File: config.mk
export PLATFORM = sky130hd
export DESIGN_NAME = bounded_deque_with_search_core
export DESIGN_NICKNAME = d
export VERILOG_FILES = /design/src/hdl/bdqs_pkg.sv /design/src/hdl/bounded_deque_with_search_core.sv /design/src/hdl/bdqs_ctrl.sv /design/src/hdl/bdqs_dpath.sv
export SDC_FILE = /design/constraint.sdc
export NUM_CORES = 1
export LEC_CHECK = 0
export ABC_CLOCK_PERIOD_IN_PS = 8700
export BUFFER_PORTS_ARGS = -buffer_cell sky130_fd_sc_hd__buf_2
export CORE_MARGIN = 4
export CORE_UTILIZATION = 35
export DETAILED_ROUTE_END_ITERATION = 8
export SETUP_SLACK_MARGIN = 0.15
export SLEW_MARGIN = 25
export SYNTH_ARGS = -nofsm -noshare
export SYNTH_HDL_FRONTEND = slang
export SYNTH_HIERARCHICAL = 1
export SYNTH_SLANG_ARGS = --single-unit
File: constraint.sdc
create_clock -name i_clk -period 8.7 [get_ports i_clk]
set_clock_uncertainty 0.15 [all_clocks]
set_input_delay 2.61 -clock i_clk [delete_from_list [all_inputs] [get_ports i_clk]]
set_output_delay 2.61 -clock i_clk [all_outputs]
set_load 0.02 [all_outputs]
File: src/hdl/bdqs_pkg.sv
`timescale 1ns / 1ps
// ----------------------------------------------------------------------------
// Bounded deque with search - shared definitions
// Payload structs, action codes, controller states and the command/status
// bundles between the controller and the datapath.
// ----------------------------------------------------------------------------
package bdqs_pkg;

    localparam int DEPTH_DEF      = 16;
    localparam int ELEM_WIDTH_DEF = 32;
    localparam int ACTION_W       = 3;
    localparam int ITEM_W         = 32;
    localparam int COUNT_W        = 5;

    typedef enum logic [ACTION_W-1:0] {
        ACT_PUSH_FRONT = 3'd0,
        ACT_PUSH_BACK  = 3'd1,
        ACT_POP_FRONT  = 3'd2,
        ACT_POP_BACK   = 3'd3,
        ACT_SEARCH     = 3'd4,
        ACT_CLEAR      = 3'd5
    } t_action;

    typedef struct packed {
        logic [ACTION_W-1:0] action;
        logic [ITEM_W-1:0]   item_value;
    } t_item;

    typedef struct packed {
        logic                ok;
        logic [ITEM_W-1:0]   removed_value;
        logic                found;
        logic [COUNT_W-1:0]  count;
    } t_result;

    typedef enum logic [1:0] {
        ST_IDLE,
        ST_EXEC,
        ST_RDWAIT,
        ST_SCAN
    } t_state;

    typedef struct packed {
        logic load;
        logic rd_pop;
        logic rd_scan;
        logic finish;
    } t_cmd;

    typedef struct packed {
        logic [ACTION_W-1:0] action;
        logic                empty;
        logic                match;
        logic                scan_last;
    } t_status;

endpackage

File: src/hdl/bounded_deque_with_search_core.sv
`timescale 1ns / 1ps
// ----------------------------------------------------------------------------
// Bounded deque with search - top level
// Up to DEPTH elements in front-to-back order with push/pop at both ends,
// clear, and a front-to-back membership search. One result per transaction,
// presented for one cycle on o_valid; the receiver cannot stall it.
// Timing: start is taken when busy is low. Push, clear, unused codes, a pop
// or search on an empty store: decode in EXEC, then the registered result;
// the next transaction is accepted in the result cycle. A pop reads the
// element memory once (EXEC, RDWAIT, result). A search reads and compares
// one stored element per cycle and stops at the first match or after the
// last stored element.
// ----------------------------------------------------------------------------
module bounded_deque_with_search_core
    import bdqs_pkg::*;
#(
    parameter int DEPTH      = DEPTH_DEF,
    parameter int ELEM_WIDTH = ELEM_WIDTH_DEF
) (
    input  logic    i_clk,
    input  logic    i_rst_n,
    input  logic    start,
    output logic    busy,
    input  t_item   i_item,
    output logic    o_valid,
    output t_result o_result
);

    t_cmd    w_cmd;
    t_status w_status;

    bdqs_ctrl u_ctrl (
        .i_clk    (i_clk),
        .i_rst_n  (i_rst_n),
        .i_start  (start),
        .i_status (w_status),
        .o_busy   (busy),
        .o_cmd    (w_cmd)
    );

    bdqs_dpath #(
        .DEPTH      (DEPTH),
        .ELEM_WIDTH (ELEM_WIDTH)
    ) u_dpath (
        .i_clk    (i_clk),
        .i_rst_n  (i_rst_n),
        .i_item   (i_item),
        .i_cmd    (w_cmd),
        .o_status (w_status),
        .o_valid  (o_valid),
        .o_result (o_result)
    );

endmodule

File: src/hdl/bdqs_ctrl.sv
`timescale 1ns / 1ps
// ----------------------------------------------------------------------------
// Bounded deque with search - controller
// Sequences one transaction at a time: decode, optional memory read for a
// pop, element-by-element scan for a search, then result.
// ----------------------------------------------------------------------------
module bdqs_ctrl
    import bdqs_pkg::*;
(
    input  logic    i_clk,
    input  logic    i_rst_n,
    input  logic    i_start,
    input  t_status i_status,
    output logic    o_busy,
    output t_cmd    o_cmd
);

    t_state r_state;
    t_state n_state;

    always_ff @(posedge i_clk) begin
        if (!i_rst_n) begin
            r_state <= ST_IDLE;
        end else begin
            r_state <= n_state;
        end
    end

    always_comb begin
        n_state = r_state;
        case (r_state)
            ST_IDLE: begin
                if (i_start) begin
                    n_state = ST_EXEC;
                end
            end
            ST_EXEC: begin
                case (i_status.action)
                    ACT_POP_FRONT, ACT_POP_BACK: begin
                        n_state = i_status.empty ? ST_IDLE : ST_RDWAIT;
                    end
                    ACT_SEARCH: begin
                        n_state = i_status.empty ? ST_IDLE : ST_SCAN;
                    end
                    default: begin
                        n_state = ST_IDLE;
                    end
                endcase
            end
            ST_RDWAIT: begin
                n_state = ST_IDLE;
            end
            ST_SCAN: begin
                if (i_status.match || i_status.scan_last) begin
                    n_state = ST_IDLE;
                end
            end
            default: begin
                n_state = ST_IDLE;
            end
        endcase
    end

    always_comb begin
        o_cmd  = '0;
        o_busy = (r_state != ST_IDLE);
        case (r_state)
            ST_IDLE: begin
                o_cmd.load = i_start;
            end
            ST_EXEC: begin
                case (i_status.action)
                    ACT_POP_FRONT, ACT_POP_BACK: begin
                        o_cmd.rd_pop = !i_status.empty;
                        o_cmd.finish = i_status.empty;
                    end
                    ACT_SEARCH: begin
                        o_cmd.rd_scan = !i_status.empty;
                        o_cmd.finish  = i_status.empty;
                    end
                    default: begin
                        o_cmd.finish = 1'b1;
                    end
                endcase
            end
            ST_RDWAIT: begin
                o_cmd.finish = 1'b1;
            end
            ST_SCAN: begin
                if (i_status.match || i_status.scan_last) begin
                    o_cmd.finish = 1'b1;
                end else begin
                    o_cmd.rd_scan = 1'b1;
                end
            end
            default: begin
                o_cmd = '0;
            end
        endcase
    end

    a_accept_busy: assert property (@(posedge i_clk) disable iff (!i_rst_n)
        (i_start && !o_busy) |=> o_busy)
        else $error("accepted transaction did not raise busy");

    a_pop_read_done: assert property (@(posedge i_clk) disable iff (!i_rst_n)
        o_cmd.rd_pop |=> o_cmd.finish)
        else $error("pop read not completed in the following cycle");

    a_finish_idle: assert property (@(posedge i_clk) disable iff (!i_rst_n)
        o_cmd.finish |=> !o_busy)
        else $error("controller did not return to idle after a result");

endmodule

File: src/hdl/bdqs_dpath.sv
`timescale 1ns / 1ps
// ----------------------------------------------------------------------------
// Bounded deque with search - datapath
// Circular element store, head and count registers, scan cursor, key
// compare and the registered result.
// ----------------------------------------------------------------------------
module bdqs_dpath
    import bdqs_pkg::*;
#(
    parameter int DEPTH      = DEPTH_DEF,
    parameter int ELEM_WIDTH = ELEM_WIDTH_DEF
) (
    input  logic    i_clk,
    input  logic    i_rst_n,
    input  t_item   i_item,
    input  t_cmd    i_cmd,
    output t_status o_status,
    output logic    o_valid,
    output t_result o_result
);

    localparam int AW = $clog2(DEPTH);
    localparam int PW = AW + 1;
    localparam int CW = $clog2(DEPTH + 1);
    localparam int SW = (ELEM_WIDTH < ITEM_W) ? ELEM_WIDTH : ITEM_W;

    logic [SW-1:0]       r_mem [DEPTH];
    logic [SW-1:0]       r_rdata;
    logic [SW-1:0]       r_key;
    logic [ACTION_W-1:0] r_action;
    logic [AW-1:0]       r_head;
    logic [AW-1:0]       n_head;
    logic [CW-1:0]       r_count;
    logic [CW-1:0]       n_count;
    logic [CW-1:0]       r_cursor;
    logic                r_valid;
    t_result             r_result;
    t_result             n_result;

    logic          w_full;
    logic          w_empty;
    logic          w_match;
    logic          w_wr_en;
    logic [AW-1:0] w_waddr;
    logic [AW-1:0] w_raddr;
    logic [AW-1:0] w_head_dec;

    function automatic logic [AW-1:0] slot(input logic [AW-1:0] base,
                                           input logic [PW-1:0] off);
        logic [PW-1:0] s;
        s = PW'(base) + off;
        if (s >= PW'(DEPTH)) begin
            s = s - PW'(DEPTH);
        end
        return s[AW-1:0];
    endfunction

    assign w_full     = (r_count == CW'(DEPTH));
    assign w_empty    = (r_count == '0);
    assign w_match    = (r_rdata == r_key);
    assign w_head_dec = (r_head == '0) ? AW'(DEPTH - 1) : r_head - 1'b1;

    assign o_status.action    = r_action;
    assign o_status.empty     = w_empty;
    assign o_status.match     = w_match;
    assign o_status.scan_last = (r_cursor == r_count);

    always_comb begin
        if (i_cmd.rd_scan) begin
            w_raddr = slot(r_head, PW'(r_cursor));
        end else if (r_action == ACT_POP_BACK) begin
            w_raddr = slot(r_head, PW'(r_count - 1'b1));
        end else begin
            w_raddr = r_head;
        end
    end

    always_comb begin
        n_head          = r_head;
        n_count         = r_count;
        w_wr_en         = 1'b0;
        w_waddr         = slot(r_head, PW'(r_count));
        n_result        = '0;
        case (r_action)
            ACT_PUSH_FRONT: begin
                w_waddr = w_head_dec;
                if (!w_full) begin
                    w_wr_en     = 1'b1;
                    n_head      = w_head_dec;
                    n_count     = r_count + 1'b1;
                    n_result.ok = 1'b1;
                end
            end
            ACT_PUSH_BACK: begin
                if (!w_full) begin
                    w_wr_en     = 1'b1;
                    n_count     = r_count + 1'b1;
                    n_result.ok = 1'b1;
                end
            end
            ACT_POP_FRONT: begin
                if (!w_empty) begin
                    n_head                 = slot(r_head, PW'(1));
                    n_count                = r_count - 1'b1;
                    n_result.ok            = 1'b1;
                    n_result.removed_value = ITEM_W'(r_rdata);
                end
            end
            ACT_POP_BACK: begin
                if (!w_empty) begin
                    n_count                = r_count - 1'b1;
                    n_result.ok            = 1'b1;
                    n_result.removed_value = ITEM_W'(r_rdata);
                end
            end
            ACT_SEARCH: begin
                n_result.ok    = 1'b1;
                n_result.found = !w_empty && w_match;
            end
            ACT_CLEAR: begin
                n_head      = '0;
                n_count     = '0;
                n_result.ok = 1'b1;
            end
            default: begin
                n_result.ok = 1'b0;
            end
        endcase
        n_result.count = COUNT_W'(n_count);
    end

    always_ff @(posedge i_clk) begin
        if (i_cmd.finish && w_wr_en) begin
            r_mem[w_waddr] <= r_key;
        end
        if (i_cmd.rd_pop || i_cmd.rd_scan) begin
            r_rdata <= r_mem[w_raddr];
        end
    end

    always_ff @(posedge i_clk) begin
        if (i_cmd.load) begin
            r_action <= i_item.action;
            r_key    <= i_item.item_value[SW-1:0];
        end
        if (i_cmd.finish) begin
            r_result <= n_result;
        end
    end

    always_ff @(posedge i_clk) begin
        if (!i_rst_n) begin
            r_head   <= '0;
            r_count  <= '0;
            r_cursor <= '0;
            r_valid  <= 1'b0;
        end else begin
            r_valid <= i_cmd.finish;
            if (i_cmd.load) begin
                r_cursor <= '0;
            end else if (i_cmd.rd_scan) begin
                r_cursor <= r_cursor + 1'b1;
            end
            if (i_cmd.finish) begin
                r_head  <= n_head;
                r_count <= n_count;
            end
        end
    end

    assign o_valid  = r_valid;
    assign o_result = r_result;

    a_single_strobe: assert property (@(posedge i_clk) disable iff (!i_rst_n)
        o_valid |=> !o_valid)
        else $error("result strobe held for more than one cycle");

    a_push_count: assert property (@(posedge i_clk) disable iff (!i_rst_n)
        (i_cmd.finish && !w_full
         && (r_action == ACT_PUSH_FRONT || r_action == ACT_PUSH_BACK))
        |=> (r_count == $past(r_count) + 1'b1))
        else $error("accepted push did not advance the count");

    a_clear_empty: assert property (@(posedge i_clk) disable iff (!i_rst_n)
        (i_cmd.finish && r_action == ACT_CLEAR) |=> (r_count == '0 && r_head == '0))
        else $error("clear left elements in the store");

endmodule

==> results of run 1 <==
worst min path at each step:
stage,cells past startpoint,slack (ps),start,endpoint
after floorplan,2,350,u_dpath/r_cursor[4]$_SDFFE_PP0P_,u_dpath/r_cursor[4]$_SDFFE_PP0P_
after global placement,2,370,u_dpath/r_cursor[4]$_SDFFE_PP0P_,u_dpath/r_cursor[4]$_SDFFE_PP0P_
after detailed placement,2,400,u_dpath/r_cursor[4]$_SDFFE_PP0P_,u_dpath/r_cursor[4]$_SDFFE_PP0P_
after CTS,2,410,u_dpath/r_cursor[4]$_SDFFE_PP0P_,u_dpath/r_cursor[4]$_SDFFE_PP0P_
after global routing,2,440,u_dpath/r_cursor[4]$_SDFFE_PP0P_,u_dpath/r_cursor[4]$_SDFFE_PP0P_
final,2,400,u_dpath/r_cursor[4]$_SDFFE_PP0P_,u_dpath/r_cursor[4]$_SDFFE_PP0P_
through the flow:
step / area, sq um / util, % / setup WS (ps)
after floorplan: 25500 / - / 1360
after global placement: 27000 / 37.5 / 3250
after detailed placement: 27000 / 37.6 / 3130
after CTS: 29100 / 40.5 / 3100
after global routing: 29100 / 40.5 / 2770
final: 29100 / 40.5 / 2980
per-layer routing:
layer / up-vias / routed length, um / global-route usage (%) / part of all wire [%]
li1: 6850 / - / - / -
met5: - / 0 / 0 / 0
met3: 75 / 4820 / 3.13 / 7.3
met4: 0 / 1190 / 4.32 / 1.8
met1: 7610 / 28500 / 23.1 / 43
met2: 547 / 31400 / 27.2 / 48
sequential cells by signal, indices dropped and copies added, names as in the netlist:
signal,count
u_dpath/r_mem,512
u_dpath/o_valid,1
u_ctrl/r_state,2
u_dpath/o_result,39
u_dpath/r_action,3
u_dpath/r_head,4
u_dpath/r_key,32
u_dpath/r_cursor,5
u_dpath/r_rdata,32
u_dpath/r_count,5
power groups by stage:
stage / combinational [mW] / clock [mW] / sequential, mW
final: 0.394 / 2.75 / 3.45
after CTS: 0.398 / 2.80 / 3.46
after global routing: 0.434 / 2.94 / 3.46
after detailed placement: 0.396 / 0 / 3.52
after floorplan: 0.265 / 0 / 3.51
after global placement: 0.389 / 0 / 3.51
worst reg2reg max path, cell delays in order, from the launching register on:
cell	delay [ps]
edfxtp_1	600
xor2_1	270
nor4_1	860
nand4_1	200
nor2_1	280
and4bb_1	300
a21o_1	360
inv_1	230
o211ai_4	270
nand2_4	700
buf_4	660
mux2i_1	260
a32oi_1	70
nand4_1	130
o21ai_1	80
cells in the mapped netlist (2+ instances only):
master,count
a21boi_0,5
a21o_1,6
a21oi_1,13
a22o_1,3
a22oi_1,3
a32oi_1,64
and2_1,36
buf_2,47
buf_4,11
buf_6,5
clkbuf_1,44
dfxtp_1,17
edfxtp_1,618
fa_1,3
ha_1,14
inv_1,12
mux2i_1,70
nand2_1,350
nand2b_1,7
nand3_1,228
nand4_1,37
nor2_1,31
nor2b_1,12
nor3_1,4
nor3b_1,3
nor4_1,8
o21a_1,4
o21ai_0,10
o21ai_1,34
o21ai_2,2
o221ai_1,2
o22ai_1,2
o31ai_1,2
xnor2_1,12
xor2_1,40
layout make-up:
class	count	share of cell area, %
clock buffers	87	6.24
repair buffers	111	2.42
clock inverters	31	0.946
inverters	12	0.155
flip-flops and latches	635	64.9
multi-input cells	1032	21.2
diodes	1	0.00860
well taps	950	4.08
kinds of logic after synthesis:
| kind of cell | synth area share, % |
|---|---|
| AO/OA/AOI/OAI | 4.70 |
| AND/OR/NAND/NOR | 13.2 |
| adder cells (fa/ha/maj) | 0.924 |
| multiplexers | 2.84 |
| buffers and inverters | 2.31 |
| XOR/XNOR | 1.85 |
| flip-flops | 74.2 |
==> summary.txt, run 1 <==
Worst setup path
  • CP Capture Type: flop
  • R2r endpoint: u_dpath/r_rdata[17]$_DFFE_PP_
  • Critical R2R Launch: u_dpath/r_key[22]$_DFFE_PP_
  • WP data arrival: 5880 ps
  • Max FO, Critical Path: 61
  • Worst EP required: 8860 ps
  • CP Cell Sequence: xor2_1 > nor4_1 > nand4_1 > nor2_1 > and4bb_1 > a21o_1 > inv_1 > o211ai_4 > nand2_4 > buf_4 > mux2i_1 > a32oi_1 > nand4_1 > o21ai_1
  • Reg2reg setup slack: 2980 ps
  • Startpoint types: flop
  • CP endpoint: u_dpath/r_rdata[17]$_DFFE_PP_
  • CP Launch Point: u_dpath/r_key[22]$_DFFE_PP_
  • Crit path top cell by count: nand4_1
  • Bufs and invs on worst path: 2
  • CP Depth: 14
  • CP max-delay cell: nor4_1
  • Critical path class: reg2reg
  • Top delay family on crit path: simple AND/OR/NAND/NOR gates
  • Critical path's largest stage delay: 860 ps
  • Reg2Reg Depth: 14

Pwr
  • Leakage power: 10.1 nW
  • Tot Pwr: 6.60 mW
  • Clk pwr share: 41.7%
  • Internal power: 5.12 mW
  • Switch Pwr: 1.48 mW
  • Peak supply drop: 201 uV
  • Sequential Power Share: 52.4%
  • Sw Share: 22.4%
  • Combinational power share: 6.0%
  • Pwr dens: 227 nW/um^2

STA
  • Slew @ Worst Pin: 1020 ps
  • Max-slew headroom: 31.8%
  • Final setup TNS: 0 ps
  • Crit path time final: 5720 ps
  • Slew Viols, Final: 0
  • Final setup violation count: 0
  • FMAX: 0.175 GHz
  • Final Cycle Share: 65.8%
  • Hold Fails Final Rpt: 0
  • Min Hold Slack: 401 ps
  • RSZ-0062 raised after global routing: false

Routing
  • WL final: 65.8 mm
  • Pre-antenna DRT Iters: 5
  • DR iter-0 viols: 1687
  • Total number of vias: 15100
  • DRC: 0
  • Antenna viol nets, final: 0
  • DR WL/cell: 23.0 um
  • Vias/cell: 5.28

Clock tree
  • Post-CTS Hold Fix Bufs: 0
  • Clock sink count: 635
  • Clock slew at reported path FFs: 60 ps
  • CTS Buf Count: 69
  • Clock Tree Buf Depth: 3
  • Setup Fix Bufs, Post-CTS: 0
  • CTS tree: done
  • H-tree depth: 3
  • Post-cts sizing count: 0
  • Worst-Skew Late Latency: 600 ps
  • Clk root buf: clkbuf_16

Final layout
  • Layout cells sized above 1: 12.5%
  • Commonest cells after routing, fill and taps aside: edfxtp_1 (618), nand2_1 (349), nand3_1 (228)
  • Layout Nets: 1916
  • Flip-flop and latch area: 18900 sq um
  • Post-Layout Cell Count: 2859
  • Commonest non-fill, non-tap cell in the layout: edfxtp_1
  • Syn-to-layout area delta: 14.3%
  • Number of fill cells: 6668
  • Area of the multi-input gates: 6180 sq um

Synth
  • Avg Inst Size Synth: 14.3 sq um
  • Area leader, netlist: edfxtp_1
  • Ys async rst share: 0%
  • Top cell type's share of synthesized area: 72.9%
  • Post-Synthesis Net Count: 1842
  • Flops & latches, synth: 635
  • Post-Syn Area: 25500 sq um
  • Sequential element share of the synthesized area: 74.2%
  • Gate Count Post-Synth: 1787
  • Synth Flop Type: edfxtp_1
  • EDFF count, synth: 618
  • Top post-synthesis cells by area: edfxtp_1 (73%), nand2_1 (5.2%), nand3_1 (4.5%)
  • Yosys cell types: 63
  • Synthesis Warnings: 6

Global route
  • Vias in the first global route: 15100
  • Total gr overflow: 0
  • Total global-route track usage: 16.7%
  • Largest net degree at the start of global routing: 77
  • Initial antenna violation count: 1
  • First-pass GRT wire length: 97.8 mm

Floorplanning
  • Vert. Die Dim: 278 um
  • Rows: 98
  • Total core area: 71900 sq um
  • Initial Util: 35.4%
  • I/O pin cnt: 79
  • Die W: 278 um
  • DIE AREA: 77100 sq um

Placed design
  • Routability Congestion: 0.790
  • PortBufs: 78
  • Placed cells: 2739
  • Detailed placer's ending HPWL: 34.4 mm

Hold path
  • Worst hold path type: reg2reg

Run status
  • Status: finished, final reports clean

Job
  • Max Cap Viol: 0
(Power assumes the default switching activity.)
==> inputs of run 2 (changes only) <==
--- a/config.mk
+++ b/config.mk
@@ -5,7 +5,7 @@
 export SDC_FILE = /design/constraint.sdc
 export NUM_CORES = 1
 export LEC_CHECK = 0
-export ABC_CLOCK_PERIOD_IN_PS = 8700
+export ABC_CLOCK_PERIOD_IN_PS = 5300
 export BUFFER_PORTS_ARGS = -buffer_cell sky130_fd_sc_hd__buf_2
 export CORE_MARGIN = 4
 export CORE_UTILIZATION = 35
==> constraint.sdc (replaced) <==
create_clock -name i_clk -period 5.3 [get_ports i_clk]
set_clock_uncertainty 0.15 [all_clocks]
set_input_delay 1.59 -clock i_clk [delete_from_list [all_inputs] [get_ports i_clk]]
set_output_delay 1.59 -clock i_clk [all_outputs]
set_load 0.02 [all_outputs]
==> run 2 against run 1 <==
- worst hold slack lost 15 ps
- register-to-register slack got worse by 2200 ps
- via count grew 1.3%
- first-iteration DRC count is 12% lower
- worst setup slack worse by 2200 ps
- core utilization grew 0.76 points
- flip-flop and latch count is the same
- clock power up 66%
- power up 66%
- critical path type unchanged
- highest routed layer is now met5
==> summary.txt, run 2 (synthesis results as in run 1) <==
Run status
  • Status: finished, final reports clean

Pwr
  • Pwr dens: 368 nW/um^2
  • Switch Pwr: 2.45 mW
  • Leakage power: 10.3 nW
  • Sw Share: 22.4%
  • Combinational power share: 6.4%
  • Internal power: 8.47 mW
  • Sequential Power Share: 51.8%
  • Clk pwr share: 41.8%
  • Tot Pwr: 10.9 mW
  • Peak supply drop: 244 uV

Worst setup path
  • R2r endpoint: u_dpath/r_rdata[24]$_DFFE_PP_
  • Max FO, Critical Path: 75
  • Reg2Reg Depth: 14
  • Reg2reg setup slack: 780 ps
  • WP data arrival: 4720 ps
  • Top delay family on crit path: simple AND/OR/NAND/NOR gates
  • CP Capture Type: flop
  • CP max-delay cell: edfxtp_1
  • CP endpoint: u_dpath/r_rdata[24]$_DFFE_PP_
  • Critical R2R Launch: u_dpath/r_key[26]$_DFFE_PP_
  • Critical path's largest stage delay: 670 ps
  • Startpoint types: flop
  • Worst EP required: 5500 ps
  • CP Cell Sequence: xor2_1 > nor4_1 > nand4_1 > nor2_1 > and4bb_1 > a21o_1 > inv_1 > o211ai_4 > nand2_4 > buf_12 > mux2i_1 > a32oi_1 > nand4_1 > o21ai_1
  • Critical path class: reg2reg
  • CP Launch Point: u_dpath/r_key[26]$_DFFE_PP_
  • Bufs and invs on worst path: 2
  • Crit path top cell by count: nand4_1
  • CP Depth: 14

Routing
  • DRC: 0
  • Total number of vias: 15300
  • WL final: 66.0 mm
  • Pre-antenna DRT Iters: 5
  • Antenna viol nets, final: 0
  • DR WL/cell: 22.9 um
  • Vias/cell: 5.30
  • DR iter-0 viols: 1479

Final layout
  • Final core utilization: 41.3%
  • Layout cells sized above 1: 13.8%
  • Commonest non-fill, non-tap cell in the layout: edfxtp_1
  • Syn-to-layout area delta: 16.4%
  • Layout Nets: 1936
  • Commonest cells after routing, fill and taps aside: edfxtp_1 (618), nand2_1 (349), nand3_1 (228)
  • # diodes: 0
  • Final Instance Area: 29700 sq um
  • Max reg flops: 512
  • Top reg by flops: u_dpath/r_mem

STA
  • Crit path time final: 4520 ps
  • Max-slew headroom: 32.6%
  • Hold Fails Final Rpt: 0
  • Final setup TNS: 0 ps
  • FMAX: 0.221 GHz
  • RSZ-0062 raised after global routing: false
  • Final Cycle Share: 85.3%
  • Final worst slack: 777 ps
  • Final setup violation count: 0
  • Slew @ Worst Pin: 1010 ps
  • Slew Viols, Final: 0

Clock tree
  • Clock Tree Buf Depth: 3
  • Clock sink count: 635
  • CTS tree: done
  • Setup Fix Bufs, Post-CTS: 0
  • H-tree depth: 3
  • Post-cts sizing count: 0
  • Post-CTS Hold Fix Bufs: 0
  • Worst-Skew Late Latency: 600 ps
  • Clock slew at reported path FFs: 60 ps
  • Clk root buf: clkbuf_16
  • CTS Buf Count: 68

Global route
  • Largest net degree at the start of global routing: 76
  • Total gr overflow: 0
  • Initial antenna violation count: 2
  • First-pass GRT wire length: 97.2 mm
  • Vias in the first global route: 14900
  • Total global-route track usage: 16.7%

Floorplanning
  • Die W: 278 um
  • I/O pin cnt: 79
  • Rows: 98
  • Vert. Die Dim: 278 um
  • Initial Util: 35.4%
  • DIE AREA: 77100 sq um
  • Total core area: 71900 sq um

Job
  • Max Cap Viol: 0

Hold path
  • Worst hold path type: reg2reg

Placed design
  • Pre-CTS WS: 928 ps
  • Detailed placer's ending HPWL: 35.5 mm
  • PortBufs: 78
  • Placed Area: 27500 sq um
  • Routability Congestion: 0.794
==> run 2: cell type report <==
class	count	area, sq um
Fill cell	6520	42200
Sequential cell	635	18900
Multi-Input combinational cell	1032	6180
Clock buffer	86	1830
Timing Repair Buffer	132	1200
Tap cell	950	1190
Clock inverter	35	303
Inverter	12	45.0
==> run 2: power by group through the flow <==
stage | combinational [mW] | clock, mW | sequential, mW
after detailed placement | 0.703 | 0 | 5.77
after global placement | 0.695 | 0 | 5.76
after global routing | 0.766 | 4.90 | 5.67
after CTS | 0.707 | 4.68 | 5.66
after floorplan | 0.437 | 0 | 5.75
final | 0.701 | 4.56 | 5.66
==> run 2: layer usage <==
metal	wire (um)	share of wire (%)	track usage [%]	vias up
li1	-	-	-	6902
met1	28600	43	23.0	7676
met2	31100	47	26.8	604
met3	5070	7.7	3.93	100
met4	1300	2.0	4.28	2
met5	13	0.020	0	-
==> run 2: worst register-to-register path, cell delays in order, from the launching register on <==
cell and delay, ps:
edfxtp_1 670, xor2_1 360, nor4_1 630, nand4_1 160, nor2_1 280, and4bb_1 310, a21o_1 280, inv_1 190
o211ai_4 140, nand2_4 180, buf_12 330, mux2i_1 330, a32oi_1 80, nand4_1 130, o21ai_1 70
==> run 2: how the worst min path moves through the flow <==
stage,from,end,slack [ps],cells past startpoint
2_1_floorplan,u_dpath/r_cursor[4]$_SDFFE_PP0P_,u_dpath/r_cursor[4]$_SDFFE_PP0P_,350,2
3_3_place_gp,u_dpath/r_cursor[4]$_SDFFE_PP0P_,u_dpath/r_cursor[4]$_SDFFE_PP0P_,370,2
5_1_grt,u_dpath/r_cursor[4]$_SDFFE_PP0P_,u_dpath/r_cursor[4]$_SDFFE_PP0P_,420,2
4_1_cts,u_dpath/r_cursor[4]$_SDFFE_PP0P_,u_dpath/r_cursor[4]$_SDFFE_PP0P_,400,2
6_report,u_dpath/r_cursor[4]$_SDFFE_PP0P_,u_dpath/r_cursor[4]$_SDFFE_PP0P_,390,2
3_5_place_dp,u_dpath/r_cursor[4]$_SDFFE_PP0P_,u_dpath/r_cursor[4]$_SDFFE_PP0P_,380,2
==> run 2: per-stage QoR <==
step / std cells / hold WS [ps]
floorplan: 1787 / 348
CTS: 2881 / 398
global route: 2882 / 417
global placement: 2760 / 370
finish: 2882 / 386
detailed placement: 2760 / 384
